**config.mk**
```make
export PLATFORM = sky130hd
export DESIGN_NAME = armg_reduce
export DESIGN_NICKNAME = d
export VERILOG_FILES = /design/src/armg_pkg.sv /design/src/armg_reduce.sv
export SDC_FILE = /design/constraint.sdc
export NUM_CORES = 1
export LEC_CHECK = 0
export ABC_AREA = 0
export ABC_CLOCK_PERIOD_IN_PS = 3980
export BUFFER_PORTS_ARGS = -buffer_cell sky130_fd_sc_hd__buf_4
export CAP_MARGIN = 15
export CORE_ASPECT_RATIO = 0.9
export CORE_MARGIN = 2
export CORE_UTILIZATION = 55
export DETAILED_ROUTE_END_ITERATION = 10
export PLACE_DENSITY_LB_ADDON = 0.2
export SKIP_CTS_REPAIR_TIMING = 1
export SYNTH_ARGS = -nofsm -noshare
export SYNTH_HDL_FRONTEND = slang
export SYNTH_SLANG_ARGS = --single-unit
```
**constraint.sdc**
```tcl
create_clock -name clk -period 3.98 [get_ports clk]
set_input_delay 0 -clock clk [delete_from_list [all_inputs] [get_ports clk]]
set_output_delay 0 -clock clk [all_outputs]
set_load 0.02 [all_outputs]
```
**src/armg_pkg.sv**
```systemverilog
// ----------------------------------------------------------------------------
// armg_pkg - shared types and constants for the rotation matrix generator
// Field widths, angle reduction constants, radian scale, CORDIC gain and the
// arctangent table used by the pipeline stages.
// ----------------------------------------------------------------------------
package armg_pkg;

  localparam int ANGLE_W  = 24;
  localparam int AXIS_W   = 2;
  localparam int ELEM_W   = 16;
  localparam int NUM_ELEM = 9;

  localparam int CORDIC_STAGES_DEF = 16;
  localparam int OUT_FRAC_BITS_DEF = 14;

  // Angle reduction: bias to a positive value, then restoring division by a
  // quarter turn (11520 units of 1/128 degree).
  localparam int REM_W     = 25;
  localparam int FRAC_W    = 14;
  localparam int QUAD_W    = 2;
  localparam int DIV_STEPS = 11;
  localparam logic [REM_W-1:0] DEG_QUARTER = 25'd11520;
  localparam logic [REM_W-1:0] ANGLE_BIAS  = 25'd8432640;  // 183 full turns

  // Radian conversion: f * RAD_SCALE, split in two 19-bit halves.
  localparam int HALF_W    = 19;
  localparam int PROD_W    = FRAC_W + HALF_W;
  localparam int SUM_W     = PROD_W + HALF_W;
  localparam int RAD_SHIFT = 20;
  localparam logic [2*HALF_W-1:0] RAD_SCALE = 38'd153520784549;
  localparam logic [HALF_W-1:0] RAD_LO = RAD_SCALE[HALF_W-1:0];
  localparam logic [HALF_W-1:0] RAD_HI = RAD_SCALE[2*HALF_W-1:HALF_W];
  localparam logic [SUM_W-1:0]  RAD_ROUND = SUM_W'(1) << (RAD_SHIFT - 1);

  // CORDIC datapath, Q30 values.
  localparam int Z_W  = 33;
  localparam int XY_W = 34;
  localparam int Q_FRAC = 30;
  localparam logic signed [XY_W-1:0] CORDIC_GAIN = 34'sh026DD3B6A;

  localparam logic [31:0] ATAN_Q30 [32] = '{
    32'h3243F6A8, 32'h1DAC6705, 32'h0FADBAFC, 32'h07F56EA6, 32'h03FEAB76,
    32'h01FFD55B, 32'h00FFFAAA, 32'h007FFF55, 32'h003FFFEA, 32'h001FFFFD,
    32'h000FFFFF, 32'h0007FFFF, 32'h0003FFFF, 32'h0001FFFF, 32'h0000FFFF,
    32'h00007FFF, 32'h00003FFF, 32'h00001FFF, 32'h00000FFF, 32'h000007FF,
    32'h000003FF, 32'h000001FF, 32'h000000FF, 32'h0000007F, 32'h0000003F,
    32'h0000001F, 32'h0000000F, 32'h00000008, 32'h00000004, 32'h00000002,
    32'h00000001, 32'h00000000
  };

  localparam logic [AXIS_W-1:0] AXIS_X = 2'd0;
  localparam logic [AXIS_W-1:0] AXIS_Y = 2'd1;
  localparam logic [AXIS_W-1:0] AXIS_Z = 2'd2;

  localparam logic [QUAD_W-1:0] QUAD_0 = 2'd0;
  localparam logic [QUAD_W-1:0] QUAD_1 = 2'd1;
  localparam logic [QUAD_W-1:0] QUAD_2 = 2'd2;
  localparam logic [QUAD_W-1:0] QUAD_3 = 2'd3;

  typedef struct packed {
    logic [AXIS_W-1:0] axis;
    logic [QUAD_W-1:0] quad;
  } tag_t;

endpackage

```
**src/armg_reduce.sv**
```systemverilog
// ----------------------------------------------------------------------------
// armg_reduce - angle reduction pipeline
// Biases the angle positive and splits it into quadrant and remainder with a
// restoring division by a quarter turn, one quotient bit per stage.
// ----------------------------------------------------------------------------
module armg_reduce (
  input  logic                                clk,
  input  logic                                rst,
  input  logic                                in_valid,
  output logic                                in_ready,
  input  logic signed [armg_pkg::ANGLE_W-1:0] angle_deg,
  input  logic        [armg_pkg::AXIS_W-1:0]  axis,
  output logic                                out_valid,
  input  logic                                out_ready,
  output logic        [armg_pkg::FRAC_W-1:0]  frac,
  output armg_pkg::tag_t                      tag
);
  import armg_pkg::*;

  localparam int NS = DIV_STEPS + 1;

  logic             vld [NS];
  logic             rdy [NS+1];
  logic [REM_W-1:0] rem [NS];
  tag_t             tg  [NS];

  assign rdy[NS] = out_ready;

  for (genvar s = 0; s < NS; s++) begin : g_rdy
    assign rdy[s] = !vld[s] || rdy[s+1];
  end

  // bias stage
  always_ff @(posedge clk) begin
    if (rst) begin
      vld[0] <= 1'b0;
    end else if (rdy[0]) begin
      vld[0] <= in_valid;
    end
  end

  always_ff @(posedge clk) begin
    if (rdy[0] && in_valid) begin
      rem[0] <= {angle_deg[ANGLE_W-1], angle_deg} + ANGLE_BIAS;
      tg[0]  <= '{axis: axis, quad: '0};
    end
  end

  // one compare and subtract per stage, largest divisor first
  for (genvar s = 1; s < NS; s++) begin : g_step
    localparam int K = DIV_STEPS - s;
    localparam logic [REM_W-1:0] DIVK = DEG_QUARTER << K;

    logic             ge;
    logic [REM_W-1:0] rem_next;
    tag_t             tag_next;

    always_comb begin
      ge            = rem[s-1] >= DIVK;
      rem_next      = ge ? rem[s-1] - DIVK : rem[s-1];
      tag_next      = tg[s-1];
      tag_next.quad = tg[s-1].quad | (QUAD_W'(ge) << K);
    end

    always_ff @(posedge clk) begin
      if (rst) begin
        vld[s] <= 1'b0;
      end else if (rdy[s]) begin
        vld[s] <= vld[s-1];
      end
    end

    always_ff @(posedge clk) begin
      if (rdy[s] && vld[s-1]) begin
        rem[s] <= rem_next;
        tg[s]  <= tag_next;
      end
    end
  end

  assign in_ready  = rdy[0];
  assign out_valid = vld[NS-1];
  assign frac      = rem[NS-1][FRAC_W-1:0];
  assign tag       = tg[NS-1];

  a_rem_below_quarter: assert property (@(posedge clk) disable iff (rst)
    vld[NS-1] |-> rem[NS-1] < DEG_QUARTER)
    else $error("reduced angle not below a quarter turn");

endmodule

```
; Word-level counts from Yosys, hierarchy flattened
; Memories as Yosys holds them, arrays and structs flattened.
; Index checks and enable logic that the tools add are counted.
[totals]
ram_bits = 360
wordCells = 161
reg_bits = 0
out_inout_bits = 20
memories = 3
[mem_list]
columns = name, words, word_bits, read_ports, rd_clocked_by_memory_dff, write_ports, line_no
row1 = rem, 12, 25, 12, 0, 12, armg_reduce.sv:24  ; logic [REM_W-1:0] rem [NS];
row2 = tg, 12, 4, 12, 0, 12, armg_reduce.sv:25  ; tag_t tg [NS];
row3 = vld, 12, 1, 12, 0, 12, armg_reduce.sv:22  ; logic vld [NS];
[op_classes]
n_reduce_logical = 36
bitwise = 14
n_mux = 85
n_lt_le_gt_ge = 11
n_addsub = 12
[ops]
columns = op, n
row1 = 25-bit 2-to-1 mux, 11
row2 = 1-bit 2-to-1 mux, 74
row3 = 25-bit by 24-bit adder with 25-bit output (second input constant), 1
row4 = 25-bit by 14-bit greater-or-equal comparator with 1-bit output (second input constant), 1
row5 = 25-bit by 15-bit greater-or-equal comparator with 1-bit output (second input constant), 1
row6 = 25-bit by 16-bit greater-or-equal comparator with 1-bit output (second input constant), 1
row7 = 25-bit by 17-bit greater-or-equal comparator with 1-bit output (second input constant), 1
row8 = 25-bit by 18-bit greater-or-equal comparator with 1-bit output (second input constant), 1
row9 = 25-bit by 19-bit greater-or-equal comparator with 1-bit output (second input constant), 1
row10 = 25-bit by 20-bit greater-or-equal comparator with 1-bit output (second input constant), 1
row11 = 25-bit by 21-bit greater-or-equal comparator with 1-bit output (second input constant), 1
row12 = 25-bit by 22-bit greater-or-equal comparator with 1-bit output (second input constant), 1
row13 = 25-bit by 23-bit greater-or-equal comparator with 1-bit output (second input constant), 1
row14 = 25-bit by 24-bit greater-or-equal comparator with 1-bit output (second input constant), 1
row15 = 25-bit by 14-bit subtractor with 25-bit output (second input constant), 1
row16 = 25-bit by 15-bit subtractor with 25-bit output (second input constant), 1
row17 = 25-bit by 16-bit subtractor with 25-bit output (second input constant), 1
row18 = 25-bit by 17-bit subtractor with 25-bit output (second input constant), 1
row19 = 25-bit by 18-bit subtractor with 25-bit output (second input constant), 1
row20 = 25-bit by 19-bit subtractor with 25-bit output (second input constant), 1
row21 = 25-bit by 20-bit subtractor with 25-bit output (second input constant), 1
row22 = 25-bit by 21-bit subtractor with 25-bit output (second input constant), 1
row23 = 25-bit by 22-bit subtractor with 25-bit output (second input constant), 1
row24 = 25-bit by 23-bit subtractor with 25-bit output (second input constant), 1
row25 = other kinds (7), 51

; Logic depth before layout (Yosys ltp)
; Gate-level depths: netlist of run 1.
[depth]
depth_word = 17
depth_mapped = 8
depth_no_buf = 7

; Least setup slack after synthesis of run 1
; No wires, ideal clock.
[synth_path]
path_kind = reg-to-reg
start = memory vld[11][0], in the netlist vld[2][3]
end = memory rem[0][0] (enable)
n_path_buf = 0
stages_incl_launch_ff = 6
setup_ns = 0.453
setup_slack_ns = 0.393
t_arrival_ns = 3.134
cell_sequence = edfxtp_1 -> nand4b_1 -> nor2_1 -> nand3_1 -> nor2_1 -> a21boi_0
[synth_rtl]
columns = element, line_no
row1 = start: declaration, armg_reduce.sv:22
row2 = end: declaration, armg_reduce.sv:24

==> results.cfg, run 1 <==
[clock_network]
cts.reportedPaths.clkPinSlew_ps = 60
cts_tree = done
clock_latency_ps = 500
h-tree-depth = 2
cts_buffers = 34
clk_path_buf_depth = 3
root_buffer = clkbuf_16
cts_sinks = 328

[sta]
finClkSkew_ps = 18.74
period_needed_ps = 2599
tightestPinTransition_ps = 1123
rsz0062_at_grt = no
holdWs_ps = 216.4
finalHoldViolCount = 0
fmax_mhz = 384.8
slew_viol_final = 0
period_share = 0.6529
setup_viol_count_final = 0
post-route-worst-setup-slack_ps = 1381
fin_tns_setup_ps = 0
relSlewSlack = 0.2512

[drt]
routed_wl_um = 22920
first_pass_iters = 5
via_count = 8038
drcViolationCount = 0
first_iter_violations = 316
avgViaCountPerCell = 5.524
ant_nets = 0
wl_per_cell_um = 15.75

[grt]
antenna_found_initial = 0
grt_pass1_vias = 7980
grt_start_max_net_pins = 29
grt_pass1_wl_um = 36990
overflow = 0
grtUsageTotal = 0.1714

[yosys]
ys.flop_type = edfxtp_1
syn_avg_cell_area_um2 = 14.40
synth.ff_latch_count = 328
synth_top_area_frac = 0.6995
synth_cells = 978
syn_nets = 1026
ys_seq_area_frac = 0.6995
synth_edf_count = 328
ys_async_sr_fraction = 0
netlist_area_mm2 = 0.01408
synth_warnings = 0
synthDistinctLibCells = 67
synth.area.top_cells = edfxtp_1 70%, xor2_1 2.6%, xnor2_1 2.2%
yosysTopAreaCell = edfxtp_1

[setup_path]
path_max_fanout = 7
cp_slowest_cell = nor4_1
cp.required_ps = 4230
max_stage_delay_ps = 720
crit_buf_inv = 1
end_kind = flip-flop
crit_family = simple AND/OR/NAND/NOR gates
crit_chain = inv_1, ha_1, and3b_1, o21a_1, nor4_1, a21boi_0, xor2_1
crit_type = reg -> reg
crit_arrival_ps = 2850
start_kind = flip-flop

[placed_design]
gp_congestion = 0.8178
placedInstanceArea_mm2 = 0.01487
preCtsSetupSlack_ps = 1393
hpwl_um = 16380
portBuffers = 49

[layout]
seqCellArea_mm2 = 0.009849
final_cell_mix = 328 x edfxtp_1, 57 x buf_4, 55 x nand2_1, 55 x nor2_1, 53 x o21ai_0
drive_gt1_frac = 0.1258
fin_nets = 1139
final_common_cell = edfxtp_1
design_area_mm2 = 0.01626
fillers = 1779
insertedDiodeCount = 0
multi_input_area_mm2 = 0.004003
area_growth_syn_to_layout_pct = 15.51

[pwr]
swShare = 0.1913
combPwrFrac = 0.026
clock_power_share = 0.421
power_mw = 6.993
p_seq_frac = 0.552
p_sw_mw = 1.338
p_leak_nw = 5.601
ir_drop_mv = 0.4068
powerDensity_mw_per_mm2 = 430.0
p_int_mw = 5.656

[floorplanning]
die_w_um = 172.7
core_mm2 = 0.02512
die-area_mm2 = 0.02690
num_rows = 55
io_pins = 50
die_h_um = 155.8
start_util = 0.5605

[outcome]
status = complete, no violations

[min_path]
hp-class = in -> reg

[flow_run]
timing.max_cap.violations = 0
## metrics by stage
stage               instances  utilization
global placement         1363       0.5920
global route             1455       0.6475
detailed placement       1363       0.5920
finish                   1455       0.6475
CTS                      1421       0.6332
floorplan                 978            -
## cells by family (layout without fill, tap and decap cells)
family	count (synthesis)	in the layout	synth area share
fa+ha+maj	18	18	0.01600
xor+xnor	76	76	0.04728
simple gates	317	317	0.1315
buf+inv	57	192	0.01697
mux	13	13	0.009420
compound gates	169	169	0.07927
flops	328	328	0.6995
## worst register-to-register path, cell delays in order, from the launching register on
cell      delay [ps]
edfxtp_1         480
inv_1            100
ha_1             180
and3b_1          210
o21a_1           220
nor4_1           720
a21boi_0         250
xor2_1           190
## sequential cells by signal, summed over array words and instances (netlist names)
signal and count:
rem 289, tg 27, vld 12
## power groups by stage
| stage | Combinational (mW) | Sequential, mW | Clock, mW |
|---|---|---|---|
| floorplan | 0.103 | 3.92 | 0 |
| global route | 0.205 | 3.87 | 3.16 |
| CTS | 0.157 | 3.86 | 3.02 |
| finish | 0.185 | 3.86 | 2.95 |
| detailed placement | 0.156 | 3.93 | 0 |
| global placement | 0.150 | 3.93 | 0 |
## synthesized netlist by cell type (12+ instances only)
cell and instances:
or2_2 13, nor2b_1 20, nand2_1 55, nor2_1 56, xor2_1 41, inv_1 43, nor3_1 14, nor4_1 31
o21a_1 12, nand3_1 18, a21oi_1 33, nand2b_1 15, edfxtp_1 328, ha_1 18, o21ai_0 53, xnor2_1 35
or4_1 14
## cell type report
class | instances | share of cell area
sequential | 328 | 0.6056
multi-input combinational | 593 | 0.2461
inverter | 43 | 0.009925
clock buffer | 42 | 0.05547
clock inverter | 16 | 0.008232
timing repair buffer | 91 | 0.04832
tap | 342 | 0.02631
## per-layer routing
metal  vias to the layer above  part of all wire  GRT usage
li1                       3970                 -          -
met1                      3834              0.33     0.1516
met2                       166              0.59     0.3628
met3                        68             0.037    0.03216
met4                         0             0.043    0.08434
met5                         -                 0          0
## worst paths after layout
path | from | end | slack, ps | depth (start not counted)
hold / removal | axis[1] | tg[0][3]$_DFFE_PP_ | 220 | 2
setup / recovery | rem[3][16]$_DFFE_PP_ | rem[4][20]$_DFFE_PP_ | 1380 | 7
setup reg to reg | rem[3][16]$_DFFE_PP_ | rem[4][20]$_DFFE_PP_ | 1380 | 7
hold reg to reg | tg[2][6]$_DFFE_PP_ | tg[2][10]$_DFFE_PP_ | 410 | 0
Note: power is estimated with default switching activity, not from simulation.
==> run 2: changes to the inputs <==
Settings changed: ABC_CLOCK_PERIOD_IN_PS 3980 to 2400.
Clock period 3.98 ns to 2.4 ns, I/O delays scaled along.
==> run 2 against run 1 <==
Hold slack worse by 6.7 ps. Critical path depth is 1 lower. Largest cell class unchanged. Highest routed layer unchanged. Setup slack worse by 1200 ps. Critical path type unchanged.
==> results.cfg, run 2 (synthesis results as in run 1) <==
[outcome]
status = complete, no violations

[sta]
tightestPinTransition_ps = 777.4
relSlewSlack = 0.4817
setup_viol_count_final = 0
period_share = 0.9438
period_needed_ps = 2265
finClkSkew_ps = 21.91
rsz0062_at_grt = no
finalHoldViolCount = 0
fin_tns_setup_ps = 0
slew_viol_final = 0
fmax_mhz = 441.5
post-route-worst-setup-slack_ps = 134.9

[setup_path]
start_kind = flip-flop
crit_type = reg -> reg
crit_arrival_ps = 2490
path_max_fanout = 7
end_kind = flip-flop
cp.required_ps = 2630

[clock_network]
root_buffer = clkbuf_16
cts_tree = done
cts_buffers = 34
clk_path_buf_depth = 3
cts.reportedPaths.clkPinSlew_ps = 60
h-tree-depth = 2
clock_latency_ps = 510
cts_sinks = 328

[layout]
insertedDiodeCount = 0
fin_nets = 1166
design_area_mm2 = 0.01664
area_growth_syn_to_layout_pct = 18.18
drive_gt1_frac = 0.1547
largest_register = rem
final_cell_mix = 328 x edfxtp_1, 81 x buf_4, 55 x nand2_1
top_regs = rem: 289 flops, tg: 27 flops, vld: 12 flops
final_common_cell = edfxtp_1
largest_reg_flops = 289

[drt]
via_count = 8138
met1_length_um = 8634
wl_per_cell_um = 15.66
first_iter_violations = 432
ant_nets = 0
routed_wl_um = 23280
first_pass_iters = 5
met2_length_um = 13060
avgViaCountPerCell = 5.476
drcViolationCount = 0
wl_met3_um = 764
top_layer = met4

[grt]
antenna_found_initial = 0
grt_pass1_wl_um = 36930
grt_pass1_vias = 7874
grtUsageTotal = 0.1703
grt_start_max_net_pins = 30
overflow = 0

[floorplanning]
die_w_um = 172.7
start_util = 0.5605
die-area_mm2 = 0.02690
core_mm2 = 0.02512
num_rows = 55
io_pins = 50
die_h_um = 155.8

[placed_design]
hpwl_um = 16660
portBuffers = 49
gp_congestion = 0.8169
placedInstanceArea_mm2 = 0.01507
preCtsSetupSlack_ps = 87.61

[pwr]
powerDensity_mw_per_mm2 = 729.9
p_leak_nw = 5.796
ir_drop_mv = 0.7211

[flow_run]
timing.max_cap.violations = 0

[min_path]
hp-class = in -> reg
-- run 2: changes by cell type in the layout (fill, tap and decap cells not counted), sizes merged --
cell         before  now
clkinvlp          2    1
buf              58   82
clkinv           11   13
clkbuf           42   41
bufinv            2    6
dlygate4sd3      33   36
-- run 2: path summary, 6_finish.rpt --
kind	from	end	slack, ps	cells past startpoint
max reg2reg	rem[7][18]$_DFFE_PP_	rem[8][18]$_DFFE_PP_	130	6
min reg2reg	tg[2][9]$_DFFE_PP_	tg[2][13]$_DFFE_PP_	420	0
max	rem[7][18]$_DFFE_PP_	rem[8][18]$_DFFE_PP_	130	6
min	axis[0]	tg[0][2]$_DFFE_PP_	210	2
-- run 2: per-layer routing --
layer  global-route usage  vias to the layer above
met5                    0                        -
li1                     -                     4022
met3              0.02997                       62
met1               0.1755                     3919
met2               0.3373                      135
met4              0.07587                        0
-- run 2: critical path, stage by stage, from the launching register on --
cell and delay [ps]:
edfxtp_1 460, or4_4 510, or3_4 360, nor3_4 200, buf_4 210, a211oi_1 100, xor2_1 160
-- run 2: report_power, final --
part | leakage (nW) | internal (mW) | switching, mW
clock network | 0.571 | 3.34 | 2.08
registers | 3.03 | 6.35 | 0.0586
logic | 2.20 | 0.160 | 0.157
-- run 2: area by class of cell --
class	count	area (um^2)
multi-input cells	593	4034
inverters	43	161.4
flip-flops and latches	328	9849
clock inverters	21	280.3
repair buffers	118	988.4
clock buffers	41	898.4
well taps	342	427.9
fillers	1741	8478
-- run 2: through the flow --
stage	power [mW]	std cells	hold WS, ps	utilization
floorplan	6.673	978	98.87	-
global placement	6.782	1388	178.9	0.6000
detailed placement	6.790	1388	179.5	0.6000
CTS	12.22	1450	-355.1	0.6469
global route	12.53	1486	196.4	0.6625
finish	12.15	1486	209.7	0.6625
==> run 3: changes to the inputs <==
Settings changed: ABC_CLOCK_PERIOD_IN_PS 2400 to 2700, CORE_UTILIZATION 55 to 25, RECOVER_POWER set to 25.
Clock period 2.4 ns to 2.7 ns, I/O delays scaled along.
==> run 3 against run 2 <==
Critical path depth down 1. Combinational power fell by 16%. Sequential power down 11%. Critical path type unchanged. Highest routed layer unchanged.
==> results.cfg, run 3 (synthesis results as in run 1) <==
[clock_network]
cts.reportedPaths.clkPinSlew_ps = 60
cts_buffers = 35
h-tree-depth = 2
clock_latency_ps = 520
clk_path_buf_depth = 3
cts_tree = done
cts_sinks = 328
root_buffer = clkbuf_16

[sta]
relSlewSlack = 0.4166
rsz0062_at_grt = no
setup_viol_count_final = 0
period_needed_ps = 2388
post-route-worst-setup-slack_ps = 312.1
fin_tns_setup_ps = 0
fmax_mhz = 418.8
finClkSkew_ps = 11.78
period_share = 0.8844
tightestPinTransition_ps = 875.2
holdWs_ps = 217.0
slew_viol_final = 0
finalHoldViolCount = 0

[outcome]
status = complete, no violations

[drt]
avgViaCountPerCell = 4.184
routed_wl_um = 24300
first_iter_violations = 270
ant_nets = 0
drcViolationCount = 0
first_pass_iters = 6
via_count = 7900
wl_per_cell_um = 12.87

[layout]
final_cell_mix = 328 x edfxtp_1, 57 x buf_4, 55 x nand2_1
fin_cells = 1888
insertedDiodeCount = 0
largest_reg_flops = 289
top_regs = rem: 289 flops, tg: 27 flops, vld: 12 flops
fillers = 5534
multi_input_area_mm2 = 0.004005
design_area_mm2 = 0.01688
seqCellArea_mm2 = 0.009849
fin_nets = 1155
final_common_cell = edfxtp_1
area_growth_syn_to_layout_pct = 19.87
utilization = 0.3029
drive_gt1_frac = 0.1369
largest_register = rem

[setup_path]
cp.depth = 5
crit_family = compound AO/OA/AOI/OAI gates
start_kind = flip-flop
cp_slowest_cell = a2111oi_0
cp.required_ps = 2940
reg2reg_depth = 5
end_kind = flip-flop
crit_chain = nor4_1, and4_1, a41oi_1, a2111oi_0, xor2_1
path_max_fanout = 7
max_stage_delay_ps = 590
crit_arrival_ps = 2630
crit_type = reg -> reg
crit_buf_inv = 0

[placed_design]
portBuffers = 49
preCtsSetupSlack_ps = 282.7
hpwl_um = 17980
gp_congestion = 0.7755
dp_cells = 1790
placedInstanceArea_mm2 = 0.01548

[pwr]
p_seq_frac = 0.551
p_sw_mw = 2.063
powerDensity_mw_per_mm2 = 612.3
swShare = 0.1996
power_mw = 10.33
clock_power_share = 0.423
combPwrFrac = 0.026
p_leak_nw = 5.668
p_int_mw = 8.271
ir_drop_mv = 0.4027

[min_path]
hp-class = in -> reg
whs_path_depth = 2

[floorplanning]
start_util = 0.2527
io_pins = 50
die_w_um = 254.2
num_rows = 82
die-area_mm2 = 0.05824
die_h_um = 229.1
core_mm2 = 0.05571

[flow_run]
timing.max_cap.violations = 0

[grt]
grt_pass1_wl_um = 39310
grt_pass1_vias = 7977
grt_start_max_net_pins = 30
overflow = 0
grtUsageTotal = 0.08245
antenna_found_initial = 0
==> run 3: cell count changes in the layout (fill, tap and decap cells not counted), sizes merged <==
cell,change
buf,-25
bufinv,-5
clkbuf,+16
inv,+2
==> run 3: routing by layer <==
metal | vias up | share of wire | GRT usage
met5 | - | 0 | 0
met4 | 0 | 0.027 | 0.02776
met1 | 3728 | 0.40 | 0.08540
met2 | 114 | 0.54 | 0.1598
met3 | 53 | 0.035 | 0.01989
li1 | 4005 | - | -
==> run 3: area by class of cell <==
type | count | area share
inverter | 43 | 0.009563
sequential | 328 | 0.5836
timing repair buffer | 106 | 0.05249
clock buffer | 44 | 0.05390
tap | 756 | 0.05605
clock inverter | 18 | 0.007117
multi-input combinational | 593 | 0.2373
==> run 3: power groups by stage <==
stage	registers (mW)	clock network, mW	logic, mW
2_1_floorplan	5.78	0	0.152
3_3_place_gp	5.80	0	0.228
3_5_place_dp	5.80	0	0.229
4_1_cts	5.69	4.56	0.231
5_1_grt	5.70	4.74	0.301
6_report	5.69	4.37	0.268
==> run 3: path summary, 6_finish.rpt <==
kind / slack (ps) / start / to
worst max-delay path: 310 / rem[7][12]$_DFFE_PP_ / rem[8][19]$_DFFE_PP_
worst min-delay path: 220 / angle_deg[9] / rem[0][9]$_DFFE_PP_
worst max register to register: 310 / rem[7][12]$_DFFE_PP_ / rem[8][19]$_DFFE_PP_
worst min register to register: 420 / tg[0][10]$_DFFE_PP_ / tg[0][14]$_DFFE_PP_
==> run 3: worst register-to-register path, delay by kind of cell, from the launching register on <==
family                    cells  cell delay (ps)
xor gates and xnor gates      1              110
AOI/OAI and AO/OA             2              920
DFF                           1              450
and+or+nand+nor               2              630
